--- config.mk ---
export PLATFORM = sky130hd
export DESIGN_NAME = mrw_out_fifo
export DESIGN_NICKNAME = d
export VERILOG_FILES = /design/src/mrw_pkg.sv /design/src/mrw_out_fifo.sv
export SDC_FILE = /design/constraint.sdc
export NUM_CORES = 1
export LEC_CHECK = 0
export ABC_AREA = 1
export BUFFER_PORTS_ARGS = -buffer_cell sky130_fd_sc_hd__buf_2
export CORE_ASPECT_RATIO = 1.2
export CORE_MARGIN = 5
export CORE_UTILIZATION = 45
export DETAILED_ROUTE_END_ITERATION = 10
export GPL_TIMING_DRIVEN = 0
export PLACE_DENSITY = 0.75
export SKIP_CTS_REPAIR_TIMING = 1
export SYNTH_ARGS = -nofsm -noshare
export SYNTH_HDL_FRONTEND = slang
export SYNTH_SLANG_ARGS = --single-unit
--- constraint.sdc ---
create_clock -name clk -period 3.2 [get_ports clk]
set_input_delay 0.32 -clock clk [delete_from_list [all_inputs] [get_ports clk]]
set_output_delay 0.32 -clock clk [all_outputs]
set_load 0.005 [all_outputs]
--- src/mrw_pkg.sv ---
// ============================================================================
// mrw_pkg: shared types and constants for the run window checker
// Widths, through masks, the window cell record, result record and helpers.
// ============================================================================
package mrw_pkg;

	// Depth of the window chain; the longest window is RING_DEPTH + 1 cells.
	localparam int RING_DEPTH  = 64;
	localparam int RUN_BITS    = 7;
	localparam int DOMAIN_BITS = 16;
	localparam int INDEX_BITS  = 12;
	localparam int S_TDATA_BITS = 32;
	localparam int M_TDATA_BITS = 32;

	localparam logic [RUN_BITS-1:0]    RUN_RESET = 7'd3;
	localparam logic [DOMAIN_BITS-1:0] THROUGH_H = 16'hCC00;
	localparam logic [DOMAIN_BITS-1:0] THROUGH_V = 16'hA0A0;

	typedef enum logic {
		KIND_BAN    = 1'b0,
		KIND_CONTRA = 1'b1
	} kind_t;

	// One window cell: its through bits, its index and its classification.
	typedef struct packed {
		logic [DOMAIN_BITS-1:0] thr;
		logic [INDEX_BITS-1:0]  idx;
		logic                   can;
		logic                   must;
	} cell_entry_t;

	typedef struct packed {
		kind_t                  kind;
		logic [INDEX_BITS-1:0]  target_cell;
		logic [DOMAIN_BITS-1:0] ban_mask;
	} result_t;

	function automatic logic [DOMAIN_BITS-1:0] through_mask(input logic vert);
		return vert ? THROUGH_V : THROUGH_H;
	endfunction

	// Clamp the register value into the supported run range.
	function automatic logic [RUN_BITS-1:0] eff_run(input logic [RUN_BITS-1:0] raw);
		if (raw == '0) begin
			return RUN_BITS'(1);
		end
		if (raw > RUN_BITS'(RING_DEPTH)) begin
			return RUN_BITS'(RING_DEPTH);
		end
		return raw;
	endfunction

	// One-hot select of the chain cell where a new item enters, so that it
	// reaches the last cell after run - 1 further shifts.
	function automatic logic [RING_DEPTH-1:0] entry_onehot(input logic [RUN_BITS-1:0] run);
		logic [RING_DEPTH-1:0] sel;
		sel = '0;
		for (int k = 0; k < RING_DEPTH; k++) begin
			if (RUN_BITS'(RING_DEPTH - k) == run) begin
				sel[k] = 1'b1;
			end
		end
		return sel;
	endfunction

endpackage

--- src/mrw_out_fifo.sv ---
// ============================================================================
// mrw_out_fifo: two-entry output buffer
// An output register plus a skid register, so a new result can be taken
// while the previous one still waits on the output.
// ============================================================================
module mrw_out_fifo (
	input  logic             clk,
	input  logic             arst_n,
	input  logic             push,
	input  mrw_pkg::result_t push_data,
	output logic             room,
	output logic             out_valid,
	input  logic             out_ready,
	output mrw_pkg::result_t out_data
);

	logic             out_v_q;
	logic             skid_v_q;
	mrw_pkg::result_t out_q;
	mrw_pkg::result_t skid_q;
	logic             pop;

	assign pop       = out_v_q & out_ready;
	assign room      = ~skid_v_q;
	assign out_valid = out_v_q;
	assign out_data  = out_q;

	always_ff @(posedge clk or negedge arst_n) begin
		if (!arst_n) begin
			out_v_q  <= 1'b0;
			skid_v_q <= 1'b0;
		end else begin
			if (out_v_q && !pop) begin
				if (push) begin
					skid_v_q <= 1'b1;
				end
			end else if (skid_v_q) begin
				out_v_q  <= 1'b1;
				skid_v_q <= push;
			end else begin
				out_v_q <= push;
			end
		end
	end

	always_ff @(posedge clk) begin
		if (out_v_q && !pop) begin
			if (push) begin
				skid_q <= push_data;
			end
		end else if (skid_v_q) begin
			out_q <= skid_q;
			if (push) begin
				skid_q <= push_data;
			end
		end else if (push) begin
			out_q <= push_data;
		end
	end

	// The skid slot is only ever filled behind a waiting output.
	a_skid_behind_out: assert property (@(posedge clk) disable iff (!arst_n)
		skid_v_q |-> out_v_q)
		else $error("skid entry valid while output register empty");

	// A result is never offered when both slots are taken.
	a_no_overflow: assert property (@(posedge clk) disable iff (!arst_n)
		push |-> room)
		else $error("result pushed into full output buffer");

endmodule

==> impl_metrics.toml, run 1 <==
[outcome]
outcome = "finished, final reports clean"

[global_routing]
grt_usage = 0.142
grt_overflow = 0
antenna_found_initial = 0
grt_max_degree = 30
grt_pass1_wl_um = 6540
grt_pass1_vias = 1413

[synth]
syn_area_um2 = 2200
yosysTopAreaCellShare = 0.793
syn-num-nets = 198
ys_ff_latch = 60
synthCells = 165
synth_cell_types = 8
yosysTopAreaCell = "edfxtp_1"
synth.area.top_cells = "edfxtp_1 79%, nand2_1 16%, dfrtp_1 2.3%"
avgSynthCellArea_um2 = 13.3
ys_warn_count = 0
yosysSeqAreaShare = 0.816

[power]
powerDensity_nw_per_um2 = 650
vdd_drop_max_mv = 0.340
leakagePower_nw = 1.26
total_power_w = 0.00181

[routing]
dr_total_vias = 1397
remaining_drc_errors = 0
drtPass1Iterations = 4
via_per_inst = 4.61
drt_iter0_markers = 67
ant_nets = 0
wl_per_cell_um = 13.7
totalWireLength_um = 4140

[sta]
grt_setup_unrepaired = "false"
worst_slew_pin_slew_ps = 1070
period_minus_slack_ps = 1820
clock.fmax_mhz = 549
max_slew_margin = 0.287
final-max-slew-violation-count = 0
setup_violations = 0
tns_ps = 0
hold_violations = 0
finClkSkew_ps = 9.91
fin_crit_sh = 0.570

[finish]
area_growth_pct = 27.0
utilization = 0.598
antennaDiodeCount = 0
fin_cells = 303
drive_gt1_frac = 0.347
nNetsFinal = 273
n_fill_cell = 394

[clocking]
cts_buffers = 9
cts_max_path_buffers = 2
cts_root_buf = "clkbuf_8"
clock_sinks = 60
clk_pin_slew_ps = 70
cts_tree = "done"
htreeDepth = 3
clk_latency_ps = 340

[placed_design]
placed_cells = 286
gp_congestion = 0.798
io_buffers = 63
hpwlAfterDp_um = 2780

[worst_setup_path]
setup.worst_path.end_class = "flop"
crit_required_ps = 3150
path_class = "flop to flop"
arrival_ps = 1780
critPathMaxFanout = 29
setup.worst_path.start_class = "flop"

[die]
fp.dieW_um = 73.8
ioPinCount = 64
coreArea_um2 = 4660
fp.dieH_um = 86.5
start_util = 0.471
rows = 27
die-area_um2 = 6380

[worst_hold_path]
hold_class = "input pin to flop"

[job]
cap_violations = 0
## through the flow
stage | cell area, um^2 | setup WS (ps) | hold WS [ps]
3_5_place_dp | 2590 | 1300 | 115
5_1_grt | 2790 | 1220 | 158
3_3_place_gp | 2580 | 30.4 | 112
2_1_floorplan | 2200 | 736 | 24.4
6_report | 2790 | 1380 | 168
4_1_cts | 2780 | 1360 | -248
## cell type report
class,instances,area [um^2],share of cell area
tap,58,72.6,0.0260
sequential,60,1790,0.643
buffer,6,30.0,0.0108
inverter,5,18.8,0.00673
clock inverter,2,10.0,0.00359
multi-input combinational,94,367,0.132
timing repair buffer,64,325,0.117
clock buffer,14,173,0.0619
## registers in the layout, indices dropped and copies added, names as in the netlist
register / count
out_valid: 1
skid_q: 29
out_data: 29
skid_v_q: 1
## power by group
part,switching [W],internal [W],leakage (nW)
Sequential,0.0000189,0.000968,0.582
Combinational,0.000132,0.0000799,0.579
Clock,0.000271,0.000342,0.0965
## routing by layer
layer / global-route usage / wire length (um) / vias up
met3: 0.0394 / 292 / 13
met1: 0.153 / 1550 / 631
met5: 0 / 0 / -
met2: 0.231 / 2160 / 52
met4: 0.114 / 136 / 0
li1: - / - / 701
## Yosys cell counts
| master | count |
|---|---|
| dfrtp_1 | 2 |
| a21oi_1 | 1 |
| inv_1 | 4 |
| nand3_1 | 1 |
| inv_2 | 1 |
| buf_2 | 6 |
| nand2_1 | 92 |
| edfxtp_1 | 58 |
## placed cells by master, fill, tap and decap left out
cell type	synthesis	final
inv_1	4	4
clkbuf_1	0	2
inv_2	1	1
nand2_1	92	92
dlygate4sd3_1	0	1
dfrtp_1	2	2
clkbuf_8	0	12
clkinv_2	0	2
a21oi_4	0	1
nand3_1	1	1
edfxtp_1	58	58
buf_2	6	69
## critical path, stage by stage (launching register included)
cell and delay, ps:
dfrtp_1 390, inv_2 80, buf_2 200, a21oi_4 760
## logic make-up (layout without fill, tap and decap cells)
family | after synthesis | in the layout | synth area share
compound gates | 1 | 1 | 0.00228
buf+inv | 11 | 91 | 0.0222
flops | 60 | 60 | 0.816
simple gates | 93 | 93 | 0.160
## final timing paths
check / slack, ps / start / cells past startpoint / end
max: 1380 / skid_v_q / 3 / out_data[8]
min reg2reg: 510 / skid_q[4] / 2 / out_data[4]
max reg2reg: 1380 / skid_v_q / 3 / out_data[8]
min: 170 / push_data[14] / 1 / skid_q[14]
min in group asynchronous: 330 / arst_n / 2 / out_valid
max in group asynchronous: 2770 / arst_n / 2 / skid_v_q
Note: power is estimated with default switching activity, not from simulation.
==> inputs of run 2 (changes only) <==
- clock period: 3.2 -> 1.8 ns (I/O delays scaled with it)
==> impl_metrics.toml, run 2 (same netlist as run 1, synthesis figures left out) <==
[outcome]
outcome = "finished, final reports clean"

[routing]
remaining_drc_errors = 0
drt_iter0_markers = 61
drtPass1Iterations = 4
totalWireLength_um = 4250
wl_per_cell_um = 14.0
ant_nets = 0
via_per_inst = 4.56
dr_total_vias = 1386

[job]
cap_violations = 0

[placed_design]
placed_cell_area_um2 = 2590
hpwlAfterDp_um = 2890
io_buffers = 63
gp_congestion = 0.714
placed_cells = 286

[finish]
nNetsFinal = 275
area_growth_pct = 27.7
utilization = 0.602
layout.cells.most_common = "nand2_1"
stdcell_area_um2 = 2810
drive_gt1_frac = 0.341
antennaDiodeCount = 0
layout_common_cells = "92 x nand2_1, 69 x buf_2, 58 x edfxtp_1"
fin_cells = 304

[worst_setup_path]
setup.worst_path.end_class = "flop"
critPathMaxFanout = 15
crit_required_ps = 1760
reg2reg_setup_slack_ps = 280
crit_slowest_cell = "a21oi_4"
r2r-start = "skid_v_q"
reg2reg_depth = 3
setup.worst_path.start_class = "flop"
max_stage_delay_ps = 490
worstReg2RegEnd = "out_data[10]"
critical_path.cell_chain = "inv_2, buf_2, a21oi_4"
arrival_ps = 1470
path_class = "flop to flop"

[worst_hold_path]
hold_class = "input pin to flop"
min-delay-start = "push_data[21]"
worstHoldEndpoint = "skid_q[21]"
worstHoldPathCells = 1

[clocking]
cts_max_path_buffers = 2
cts_buffers = 9
cts_tree = "done"
clk_latency_ps = 320
htreeDepth = 3
clock_sinks = 60
cts_root_buf = "clkbuf_8"
clk_pin_slew_ps = 60

[die]
fp.dieH_um = 86.5
ioPinCount = 64
fp.dieW_um = 73.8
coreArea_um2 = 4660
rows = 27
start_util = 0.471
die-area_um2 = 6380

[sta]
fin_crit_sh = 0.844
period_minus_slack_ps = 1520
grt_setup_unrepaired = "false"
setup_violations = 0
max_slew_margin = 0.648
finClkSkew_ps = 7.20
tns_ps = 0
hold_violations = 0
final-max-slew-violation-count = 0
clock.fmax_mhz = 658
worst_slew_pin_slew_ps = 527

[global_routing]
grt_max_degree = 30
grt_overflow = 0
grt_usage = 0.148
grt_pass1_vias = 1424
antenna_found_initial = 0
grt_pass1_wl_um = 6770

[power]
powerDensity_nw_per_um2 = 1150
vdd_drop_max_mv = 0.645
leakagePower_nw = 1.24
==> run 2: changes by cell type in the layout (fill, tap and decap cells not counted), sizes merged <==
cell / before / now
clkbuf: 14 / 11
inv: 5 / 4
clkinvlp: 0 / 2
bufinv: 0 / 1
clkinv: 2 / 3
a21oi: 1 / 2
==> run 2: how the worst max path moves through the flow <==
stage	cells after the start	endpoint	start	slack (ps)
finish	3	out_data[10]	skid_v_q	280
floorplan	3	out_data[0]	skid_v_q	260
global placement	3	out_data[9]	skid_v_q	-30
detailed placement	3	out_data[9]	skid_v_q	-10
global route	3	out_data[6]	skid_v_q	190
CTS	3	out_data[27]	skid_v_q	-40
==> run 2: layout make-up <==
type / count / area (um^2)
Buffer: 6 / 30.0
Clock buffer: 11 / 131
Clock inverter: 4 / 41.3
Fill cell: 397 / 1860
Inverter: 5 / 22.5
Multi-Input combinational cell: 95 / 383
Sequential cell: 60 / 1790
Tap cell: 58 / 72.6
Timing Repair Buffer: 64 / 325
Timing Repair inverter: 1 / 7.51
==> run 2: power by group <==
part / total (W) / switching (W) / internal [W]
Sequential: 0.00175 / 0.0000351 / 0.00172
Clock: 0.00108 / 0.000459 / 0.000618
Combinational: 0.000393 / 0.000246 / 0.000146
Total: 0.00322 / 0.000741 / 0.00248
==> run 2: metrics by stage <==
stage               worst slack (ps)  hold WS, ps  total power (W)
finish                           281         44.7          0.00322
global route                     192         13.9          0.00341
CTS                            -40.5         -391          0.00326
detailed placement             -11.4        -30.2          0.00217
global placement               -25.3        -28.6          0.00215
floorplan                        264         -116          0.00198
==> run 2: critical path, delay by kind of cell (launching register included) <==
kind | cells | cell delay (ps)
AOI/OAI and AO/OA | 1 | 490
DFF | 1 | 380
buffers and inverters | 2 | 280
==> run 2: routing by layer <==
metal | track usage | vias to the layer above | routed length, um
met5 | 0 | - | 0
met4 | 0.0741 | 0 | 40
met3 | 0.0650 | 2 | 319
met2 | 0.243 | 46 | 2190
met1 | 0.160 | 629 | 1700
li1 | - | 709 | -
==> inputs of run 3 (changes only) <==
- clock period: 1.8 -> 1.5 ns (I/O delays scaled with it)
==> impl_metrics.toml, run 3 (same netlist as run 1, synthesis figures left out) <==
[die]
start_util = 0.471
rows = 27
fp.dieH_um = 86.5
coreArea_um2 = 4660
ioPinCount = 64
fp.dieW_um = 73.8
die-area_um2 = 6380

[finish]
nNetsFinal = 282
layout_common_cells = "92 x nand2_1, 68 x buf_2, 58 x edfxtp_1"
area_growth_pct = 33.1
stdcell_area_um2 = 2920
antennaDiodeCount = 0
n_fill_cell = 375
layout.cells.most_common = "nand2_1"
drive_gt1_frac = 0.352

[outcome]
outcome = "finished, final reports clean"

[routing]
drtPass1Iterations = 4
via_per_inst = 4.68
dr_total_vias = 1454
remaining_drc_errors = 0
totalWireLength_um = 4430
ant_nets = 0
wl_per_cell_um = 14.3
drt_iter0_markers = 108

[worst_setup_path]
path_class = "flop to flop"
setup.worst_path.start_class = "flop"
arrival_ps = 1400
critPathMaxFanout = 15
reg2reg_setup_slack_ps = 180
setup.worst_path.end_class = "flop"
crit_required_ps = 1580

[clocking]
cts_max_path_buffers = 2
htreeDepth = 3
cts_root_buf = "clkbuf_8"
clk_latency_ps = 330
cts_tree = "done"
cts_buffers = 9
clock_sinks = 60
clk_pin_slew_ps = 60

[placed_design]
placed_cell_area_um2 = 2600
gp_congestion = 0.755
pre_cts_ws_ps = -353
io_buffers = 63
hpwlAfterDp_um = 2860

[sta]
fin_crit_sh = 0.881
max_slew_margin = 0.855
hold_violations = 0
clock.fmax_mhz = 757
period_minus_slack_ps = 1320
layout_setup_ws_ps = 179
finClkSkew_ps = 6.23
final-max-slew-violation-count = 0
setup_violations = 0
tns_ps = 0
grt_setup_unrepaired = "false"
worst_slew_pin_slew_ps = 217

[global_routing]
use_met3 = 0.0325
grt_pass1_wl_um = 6640
grt_usage = 0.145
grt_overflow = 0
grt_pass1_vias = 1398
antenna_found_initial = 0
grtUsageMet2 = 0.237
grt_util_met1 = 0.160
grt_max_degree = 30
top_usage_layer = "met2"

[power]
powerDensity_nw_per_um2 = 1350
leakagePower_nw = 1.30
total_power_w = 0.00395
vdd_drop_max_mv = 0.869

[worst_hold_path]
hold_class = "input pin to flop"

[job]
cap_violations = 0
[run 3: cell count changes in the layout (fill, tap and decap cells not counted), sizes merged]
cell         previous run  this run
buf                    69        73
clkinv                  3         2
clkbuf                 11        12
dlygate4sd3             1         4
[run 3: metrics by stage]
step | utilization | hold WS, ps | std cells
5_1_grt | 0.627 | 1.06 | 311
3_3_place_gp | 0.558 | -57.0 | 286
6_report | 0.627 | 12.5 | 311
3_5_place_dp | 0.558 | -55.9 | 286
4_1_cts | 0.595 | -407 | 301
2_1_floorplan | - | -146 | 165
[run 3: critical path, cell delays in order, from the launching register on]
cell,delay (ps)
dfrtp_1,410
inv_2,120
nand2_1,60
nand2_1,180
clkinvlp_4,140
buf_12,170
[run 3: final cells by class]
type,instances,area (um^2),share of cell area
sequential,60,1790,0.613
timing repair buffer,71,435,0.149
multi-input combinational,95,383,0.131
clock buffer,12,135,0.0462
tap,58,72.6,0.0248
clock inverter,3,38.8,0.0133
buffer,6,36.3,0.0124
inverter,5,22.5,0.00771
timing repair inverter,1,7.51,0.00257
[run 3: power by group]
| part | internal, W | leakage (nW) | switching, W |
|---|---|---|---|
| Clock | 0.000751 | 0.0879 | 0.000559 |
| Combinational | 0.000228 | 0.627 | 0.000313 |
| Sequential | 0.00206 | 0.582 | 0.0000412 |
[run 3: worst paths after layout]
| kind | startpoint | cells after the start | end |
|---|---|---|---|
| hold / removal | push_data[11] | 1 | skid_q[11] |
| hold reg to reg | skid_q[11] | 2 | out_data[11] |
| setup / recovery | skid_v_q | 5 | skid_q[5] |
| min in group asynchronous | arst_n | 2 | out_valid |
| setup reg to reg | skid_v_q | 5 | skid_q[5] |
| max in group asynchronous | arst_n | 2 | skid_v_q |
[run 3: metal layers]
layer | share of wire | vias up
li1 | - | 718
met2 | 0.51 | 54
met4 | 0.037 | 0
met3 | 0.071 | 14
met1 | 0.39 | 668
met5 | 0 | -
